File: src/design/mts_pkg.sv
package mts_pkg;

    localparam int STACK_DEPTH = 256;
    localparam int DATA_WIDTH  = 32;

    localparam logic [1:0] KIND_PUSH = 2'd0;
    localparam logic [1:0] KIND_POP  = 2'd1;

    localparam logic [1:0] ST_OK    = 2'd0;
    localparam logic [1:0] ST_FULL  = 2'd1;
    localparam logic [1:0] ST_EMPTY = 2'd2;

    // controller to datapath
    typedef struct packed {
        logic exec;
        logic load;
        logic emit;
    } t_dp_cmd;

    // datapath to controller
    typedef struct packed {
        logic needs_load;
        logic out_free;
    } t_dp_sts;

endpackage

File: src/design/mts_ctrl.sv
module mts_ctrl (
    input  logic             i_clk,
    input  logic             i_rst_n,
    input  logic             i_valid,
    output logic             o_ready,
    input  mts_pkg::t_dp_sts i_sts,
    output mts_pkg::t_dp_cmd o_cmd
);

    localparam logic [1:0] S_IDLE = 2'd0;
    localparam logic [1:0] S_LOAD = 2'd1;
    localparam logic [1:0] S_DONE = 2'd2;

    logic [1:0] r_state;
    logic [1:0] n_state;

    always_ff @(posedge i_clk) begin
        if (!i_rst_n) begin
            r_state <= S_IDLE;
        end else begin
            r_state <= n_state;
        end
    end

    always_comb begin
        n_state    = r_state;
        o_ready    = 1'b0;
        o_cmd.exec = 1'b0;
        o_cmd.load = 1'b0;
        o_cmd.emit = 1'b0;
        case (r_state)
            S_IDLE: begin
                o_ready = 1'b1;
                if (i_valid) begin
                    o_cmd.exec = 1'b1;
                    n_state    = i_sts.needs_load ? S_LOAD : S_DONE;
                end
            end
            S_LOAD: begin
                // refresh the cached tops from the memory read issued on the pop
                o_cmd.load = 1'b1;
                n_state    = S_DONE;
            end
            S_DONE: begin
                if (i_sts.out_free) begin
                    o_cmd.emit = 1'b1;
                    n_state    = S_IDLE;
                end
            end
            default: begin
                n_state = S_IDLE;
            end
        endcase
    end

endmodule

File: config.mk
export PLATFORM = sky130hd
export DESIGN_NAME = mts_ctrl
export DESIGN_NICKNAME = d
export VERILOG_FILES = /design/src/design/mts_pkg.sv /design/src/design/mts_ctrl.sv
export SDC_FILE = /design/constraint.sdc
export NUM_CORES = 1
export LEC_CHECK = 0
export BUFFER_PORTS_ARGS = -buffer_cell sky130_fd_sc_hd__buf_4
export CELL_PAD_IN_SITES_DETAIL_PLACEMENT = 1
export CELL_PAD_IN_SITES_GLOBAL_PLACEMENT = 1
export CORE_AREA = 2 2 39 41
export CTS_CLUSTER_SIZE = 25
export DETAILED_ROUTE_END_ITERATION = 6
export DIE_AREA = 0 0 41 43
export GPL_ROUTABILITY_DRIVEN = 1
export PLACE_DENSITY_LB_ADDON = 0.12
export SETUP_SLACK_MARGIN = 0.02
export SLEW_MARGIN = 0
export SYNTH_ARGS = -nofsm -noshare
export SYNTH_HDL_FRONTEND = slang
export SYNTH_SLANG_ARGS = --single-unit
File: constraint.sdc
create_clock -name i_clk -period 1 [get_ports i_clk]
set_clock_uncertainty 0.2 [all_clocks]
set_input_delay 0.2 -clock i_clk [delete_from_list [all_inputs] [get_ports i_clk]]
set_output_delay 0.2 -clock i_clk [all_outputs]
set_load 0.01 [all_outputs]
Word-level counts from Yosys, hierarchy flattened
Cells that the tools add are included.
Word-level totals
  register bits: 2
  input port bits: 5
  output and inout port bits: 4
  logic and storage cells: 17
Operators by class
  equal/unequal tests: 4
  multiplexer cells: 10
  reductions and logical operators: 2
Operators with widths (count)
  $mux 1: 6
  $mux 2: 3
  $pmux 2 s3: 1
  $ne 2x2->1 const B: 2
  $eq 2x1->1 const B: 1
  $eq 2x2->1 const B: 1
  $logic_not 2->1: 1
  $reduce_and 2->1: 1

Logic depth before layout (Yosys ltp)
Gate-level depths: netlist of the first run.
  word-level depth: 3
  mapped depth: 2
  gate-level depth less buffers: 2

Least setup slack after synthesis of the first run
Ideal clock, no wire load.
  kind: flip-flop to output port
  start: register r_state[1]
  end: output o_cmd[2] in the netlist's numbering
  arrival time: 0.681 ns
  data required time: 0.600 ns
  slack: -0.081 ns
  cell stages (with the launch flop): 3
  buffers on the path: 0
  path through: dfxtp_1 nor2_2 and2_2
RTL lines
  start, declared: line mts_ctrl.sv:14  | logic [1:0] r_state;
  start signal, assigned: line mts_ctrl.sv:21  | r_state <= n_state;
  end, declared: line mts_ctrl.sv:7  | output mts_pkg::t_dp_cmd o_cmd

==> results of run 1 <==
==> timing repair <==
item                                    4_1_cts  5_1_grt
gates resized for setup                       4        3
setup buffers                                 2        0
pin swaps                                     2        3
hold endpoints to repair                      0        0
endpoints found under the setup margin        6        6
==> metrics by stage <==
step                power [µW]  cells
global placement           160     34
global route               380     39
finish                     346     39
detailed placement         159     34
CTS                        355     39
floorplan                  123     10
==> final cells by class <==
| cell class | instances | share of cell area, % |
|---|---|---|
| Tap cell | 16 | 8.29 |
| Sequential cell | 2 | 19.7 |
| Timing Repair Buffer | 10 | 35.8 |
| Clock buffer | 3 | 9.33 |
| Multi-Input combinational cell | 8 | 26.9 |
==> power by group through the flow <==
stage	Sequential (µW)	Clock [µW]	Combinational [µW]
CTS	94.2	182	78.2
detailed placement	96.2	0	63.2
global placement	96.3	0	63.5
finish	93.7	171	81.2
global route	96.1	197	87.1
floorplan	94.7	0	28.2
==> kinds of logic after synthesis <==
kind of cell / Yosys count / share of synthesized area [%]
flip-flops: 2 / 40.5
AND/OR/NAND/NOR: 6 / 44.3
AO/OA/AOI/OAI: 2 / 15.2
==> synthesized netlist by cell type <==
cell type	number
o21ai_0	1
nor2b_1	2
o311a_1	1
and3b_1	1
and2_2	1
and4_1	1
dfxtp_1	2
nor2_2	1
==> path summary, 6_finish.rpt <==
| check | endpoint | from | slack [ns] | cells past startpoint |
|---|---|---|---|---|
| worst max-delay path | o_cmd[2] | r_state[0] | -0.32 | 3 |
| worst min-delay path | r_state[1] | i_rst_n | 0.02 | 2 |
| worst max register to register | r_state[1] | r_state[0] | -0.05 | 2 |
| worst min register to register | r_state[1] | r_state[1] | 0.35 | 1 |
==> routing by layer <==
| layer | track usage (%) | up-vias | wire length [µm] |
|---|---|---|---|
| met5 | 0 | - | 0 |
| met4 | 10.0 | 0 | 0 |
| met3 | 1.57 | 0 | 24 |
| met2 | 7.50 | 3 | 210 |
| met1 | 5.13 | 61 | 109 |
| li1 | - | 64 | - |
==> impl_metrics.tcl, run 1 <==
set metrics [dict create \
    status "finished with violations" \
    violations "negative setup slack" \
    synthCells 10 \
    slowest_stage "dfxtp_4" \
    placed_cell_area_um2 186 \
    multi_input_area_um2 65.1 \
    p_leak_uw 0.000114 \
    numCtsBuffers 3 \
    synth.top_cell.area_share_pct 40.5 \
    timing.fmax_mhz 759 \
    synth.distinct_cells 8 \
    place_ws_ns -0.113 \
    regMostFlops "r_state" \
    combPwrFrac_pct 23.5 \
    drive_gt1_share_pct 73.9 \
    vias 128 \
    finalWorstSetupSlack_ns -0.318 \
    antenna_cells 0 \
    whs_ns 0.0241 \
    syn_avg_cell_area_um2 9.88 \
    synth_top_area_cell "dfxtp_1" \
    first_global_vias 145 \
    power_switching_uw 75.6 \
    clk_root_buffer_cell "clkbuf_4" \
    startpoint_type "register" \
    cpPeakStageDelay_ns 0.35 \
    power_density_nw_per_um2 1430 \
    worst_pin_slew_ns 0.104 \
    drtAntennaViolNets 0 \
    maxCapViolCount 0 \
    antenna_found_initial 0 \
    h-tree-depth 1 \
    area_growth_pct 144 \
    ios 9 \
    drc 0 \
    netSwitchingFraction_pct 21.9 \
    power.share.clock_pct 49.4 \
    cts.sinks 2 \
    fin_crit_sh_pct 132 \
    tns_ns -1.23 \
    grt_max_degree 6 \
    wl_per_cell_um 8.82 \
    internal_power_uw 270 \
    design_area_um2 241 \
    final_max_slew_viol_count 0 \
    rsz0062_at_grt "yes" \
    dieArea_um2 1760 \
    clockBufferDepth 2 \
    holdBufCountCts 0 \
    hp-class "input port to register" \
    crit_required_ns 0.60 \
    max-vdd-ir-drop_mv 0.188 \
    coreArea_um2 1380 \
    row_count 14 \
    utilization_pct 17.5 \
    routed_via_density 3.28 \
    largest_reg_flops 2 \
    die_x_um 41 \
    path_delay_family "flip-flops" \
    grt_pass1_wl_um 586 \
    final_common_cell "buf_4" \
    clk_latency_ns 0.22 \
    cts_tree "built" \
    synth_seq_cells 2 \
    path_cells "nor2_4 > and2_4 > buf_6" \
    endpoint_kind "output pin" \
    hold_viol 0 \
    crit_arrival_ns 0.92 \
    relSlewSlack_pct 93.0 \
    crit_buf_inv 1 \
    start_util_pct 7.14 \
    finalSetupViolCount 6 \
    dr.pass1.iters 1 \
    routabilityCongestion 0.594 \
    n_fill_cell 169 \
    drt_iter0_drc 0 \
    die_y_um 43 \
    seqPwrFrac_pct 27.1 \
    synth_area_leaders "dfxtp_1, nor2b_1, o311a_1, and3b_1, and4_1" \
    worstSetupPathType "register to output pin" \
    layout_common_cells "buf_4, clkbuf_4, buf_6, nor2b_1, dfxtp_4" \
    wirelength_um 344 \
    ys_seq_area_share_pct 40.5 \
    grt_usage_pct 5.82 \
    path_clk_slew_ns 0.03 \
    overflow 0 \
    biggestRegsByFlops "r_state: 2 flops" \
    crit_fanout 4 \
    regArea_um2 47.5 \
    portBuffers 8 \
    synth_nets 15 \
    final_nets 30 \
    min_period_ns 1.32 \
    yosysWarnings 0 \
    netlist_area_um2 98.8 \
]
No activity file was read; power rests on OpenSTA's default activity.
==> inputs of run 2 (changes only) <==
- CORE_AREA: 2 2 39 41 -> 5 5 42 44
- DIE_AREA: 0 0 41 43 -> 0 0 47 49
- RECOVER_POWER: unset -> 25
==> run 2 against run 1 <==
Against the previous run: the flow still finishes with violations (negative setup slack); register-to-register slack improved by 0.05 ns; critical path depth unchanged; final cell count decreased by 2.6%; sequential power increased by 0.9%; global-route usage decreased by 1.4 points; worst hold slack got worse by 0.0016 ns; maximum frequency increased by 0.30%; critical endpoint unchanged; die area increased by 31%; setup slack improved by 0.0040 ns; via count decreased by 0.78%.
==> impl_metrics.tcl, run 2 (synthesis gave the netlist of run 1 again) <==
set metrics [dict create \
    placed_cell_area_um2 186 \
    finalSetupViolCount 5 \
    drt_iter0_drc 0 \
    ios 9 \
    numCtsBuffers 3 \
    routabilityCongestion 0.596 \
    clk_root_buffer_cell "clkbuf_4" \
    path_clk_slew_ns 0.03 \
    fin_crit_sh_pct 131 \
    h-tree-depth 1 \
    tns_ns -1.17 \
    rsz0062_at_grt "yes" \
    status "finished with violations" \
    cts_tree "built" \
    regMostFlops "r_state" \
    antenna_found_initial 0 \
    startpoint_type "register" \
    drive_gt1_share_pct 77.3 \
    cts.sinks 2 \
    layout_common_cells "buf_4, clkbuf_4, buf_6, dfxtp_4" \
    relSlewSlack_pct 90.2 \
    n_fill_cell 172 \
    grt_pass1_wl_um 586 \
    final_common_cell "buf_4" \
    dr.pass1.iters 1 \
    largest_reg_flops 2 \
    hp-class "input port to register" \
    cpPeakStageDelay_ns 0.35 \
    final_max_slew_viol_count 0 \
    worstSetupPathType "register to output pin" \
    slowest_stage "dfxtp_4" \
    min_period_ns 1.31 \
    finalWorstSetupSlack_ns -0.314 \
    hold_viol 0 \
    start_util_pct 7.05 \
    row_count 14 \
    final_nets 29 \
    endpoint_kind "output pin" \
    wirelength_um 364 \
    antenna_cells 0 \
    crit_arrival_ns 0.91 \
    crit_buf_inv 1 \
    path_delay_family "flip-flops" \
    p_leak_uw 0.000107 \
    dieArea_um2 2300 \
    overflow 0 \
    max-vdd-ir-drop_mv 0.325 \
    die_y_um 49 \
    power_density_nw_per_um2 1500 \
    routed_via_density 3.34 \
    worst_pin_slew_ns 0.146 \
    drtAntennaViolNets 0 \
    biggestRegsByFlops "r_state: 2 flops" \
    vias 127 \
    portBuffers 8 \
    first_global_vias 140 \
    drc 0 \
    power.total_uw 349 \
    wl_per_cell_um 9.58 \
    grt_max_degree 6 \
    crit_fanout 5 \
    clockBufferDepth 2 \
    maxCapViolCount 0 \
    timing.fmax_mhz 761 \
    crit_required_ns 0.60 \
    clk_latency_ns 0.22 \
    grt_usage_pct 4.43 \
    design_area_um2 233 \
    violations "negative setup slack" \
    holdBufCountCts 0 \
    die_x_um 47 \
    whs_ns 0.0225 \
    path_cells "nor2_4 > and2_4 > buf_6" \
    coreArea_um2 1400 \
    area_growth_pct 135 \
]
## run 2: final timing paths
check	from	to	slack, ns	cells past startpoint
setup / recovery	r_state[0]	o_cmd[2]	-0.31	3
setup reg to reg	r_state[0]	r_state[0]	0	3
hold reg to reg	r_state[0]	r_state[1]	0.33	1
hold / removal	i_rst_n	r_state[1]	0.02	2
## run 2: layer usage
metal  up-vias  part of all wire, %  track usage, %
met2         6                   52            4.30
met1        58                   37            4.37
li1         61                    -               -
met5         -                    0               0
met3         2                  6.0            1.11
met4         0                  4.7            9.68
## run 2: area by class of cell
| type | count | area (µm²) | area share (%) |
|---|---|---|---|
| multi-input cells | 8 | 67.6 | 29.0 |
| clock buffers | 3 | 22.5 | 9.68 |
| repair buffers | 9 | 75.1 | 32.3 |
| well taps | 16 | 20.0 | 8.60 |
| flip-flops and latches | 2 | 47.5 | 20.4 |
## run 2: per-stage QoR
step                utilization (%)  worst slack (ns)  instances
floorplan                         -           -0.0185         10
global placement               13.3            -0.136         34
detailed placement             13.3            -0.120         34
CTS                            16.2            -0.322         38
global route                   16.6            -0.353         38
finish                         16.6            -0.314         38
## run 2: timing repair
action                     CTS  global route
hold endpoints to repair     0             0
setup buffers                1             0
resized for setup            4             2
cloned                       0             0
pin swaps                    3             3
setup endpoints to repair    6             6
## run 2: power breakdown
part           internal [µW]  switching, µW  total, µW
logic                   49.2           25.0       74.2
registers               84.9           9.54       94.5
clock network            133           47.8        180
==> inputs of run 3 (changes only) <==
- CTS_BUF_LIST: unset -> sky130_fd_sc_hd__clkbuf_16
- clock period: 1 -> 1.55 ns (I/O delays scaled with it)
==> run 3 against run 2 <==
Against the previous run: first-iteration DRC count is 4 higher; flip-flop and latch count stayed put; worst hold slack better by 0.12 ns; critical path depth stayed put; power is 37% higher; register-to-register slack better by 0.56 ns; setup slack better by 0.41 ns; the run now ends clean; highest routed layer unchanged; non-clock buffer count is 1 lower; via count is 6.3% lower; count of clock-buffer cells in the layout stayed put.
==> impl_metrics.tcl, run 3 (synthesis gave the netlist of run 1 again) <==
set metrics [dict create \
    numCtsBuffers 3 \
    start_util_pct 7.05 \
    antenna_cells 0 \
    die_x_um 47 \
    path_clk_slew_ns 0.03 \
    status "completed" \
    min_period_ns 1.45 \
    crit_fanout 5 \
    relSlewSlack_pct 90.3 \
    final_nets 28 \
    fin_crit_sh_pct 93.8 \
    crit_required_ns 1.04 \
    ios 9 \
    drc 0 \
    drtAntennaViolNets 0 \
    coreArea_um2 1400 \
    finalSetupViolCount 0 \
    regMostFlops "r_state" \
    final_common_cell "buf_4" \
    p_leak_uw 0.000120 \
    area_growth_pct 159 \
    power_density_nw_per_um2 1870 \
    stdcell_count 37 \
    clockBufferDepth 2 \
    routabilityCongestion 0.540 \
    biggestRegsByFlops "r_state: 2 flops" \
    holdBufCountCts 0 \
    place_inst 34 \
    startpoint_type "register" \
    final_max_slew_viol_count 0 \
    portBuffers 8 \
    rsz0062_at_grt "no" \
    max-vdd-ir-drop_mv 0.521 \
    row_count 14 \
    wirelength_um 333 \
    dieArea_um2 2300 \
    die_y_um 49 \
    clk_root_buffer_cell "clkbuf_16" \
    dr.pass1.iters 3 \
    grt_pass1_wl_um 510 \
    antenna_found_initial 0 \
    worst_pin_slew_ns 0.143 \
    cts.sinks 2 \
    first_global_vias 129 \
    utilization_pct 18.3 \
    worstSetupPathType "register to output pin" \
    grt_max_degree 6 \
    maxCapViolCount 0 \
    wl_per_cell_um 9.00 \
    largest_reg_flops 2 \
    cts_tree "built" \
    clk_latency_ns 0.22 \
    drive_gt1_share_pct 71.4 \
    hp-class "input port to register" \
    timing.fmax_mhz 688 \
    rrSetupSlack_ns 0.56 \
    h-tree-depth 1 \
    overflow 0 \
    crit_arrival_ns 0.94 \
    grt_usage_pct 3.87 \
    endpoint_kind "output pin" \
    layout_common_cells "buf_4, clkbuf_16, nor2b_1, dfxtp_2" \
    vias 119 \
    tns_ns 0 \
    routed_via_density 3.22 \
    drt_iter0_drc 4 \
    hold_viol 0 \
]
## run 3: stage by stage
stage          power (µW)  hold WS, ns  worst slack (ns)  cell area (µm²)
6_report              479        0.146            0.0968              256
3_3_place_gp         99.5        0.387             0.262              179
4_1_cts               488        0.154            0.0285              254
2_1_floorplan        75.5        0.241             0.359             98.8
3_5_place_dp         99.4        0.384             0.262              179
5_1_grt               499        0.161            0.0400              256
## run 3: final cells by class
class,count,area (µm²)
multi-input combinational,8,58.8
clock buffer,3,75.1
tap,16,20.0
sequential,2,42.5
fill,173,1140
timing repair buffer,8,60.1
## run 3: path summary, 6_finish.rpt
kind,from,endpoint,cells after the start
max,r_state[1],o_cmd[2],3
min,i_rst_n,r_state[1],2
max reg2reg,r_state[1],r_state[1],1
min reg2reg,r_state[0],r_state[1],1
## run 3: worst max-delay path, stage by stage (launching register included)
cell	delay [ns]
dfxtp_2	0.35
nor2_2	0.06
and2_2	0.18
buf_4	0.14
## run 3: repair_timing
item / 4_1_cts / 5_1_grt
buffers inserted: 0 / 0
gates resized for setup: 0 / 2
endpoints found under the setup margin: 0 / 1
## run 3: power breakdown
group          internal (µW)  total, µW  switching (µW)
Sequential              56.4       60.9            4.52
Combinational           23.5       37.6            14.1
Clock                    328        381            52.9
Total                    408        479            71.5
## run 3: metal layers
| layer | routed length (µm) | GRT usage (%) | share of wire, % | vias to the layer above |
|---|---|---|---|---|
| li1 | - | - | - | 59 |
| met1 | 105 | 2.63 | 32 | 53 |
| met2 | 182 | 4.98 | 55 | 5 |
| met3 | 31 | 3.32 | 9.3 | 2 |
| met4 | 14 | 5.53 | 4.2 | 0 |
| met5 | 0 | 0 | 0 | - |
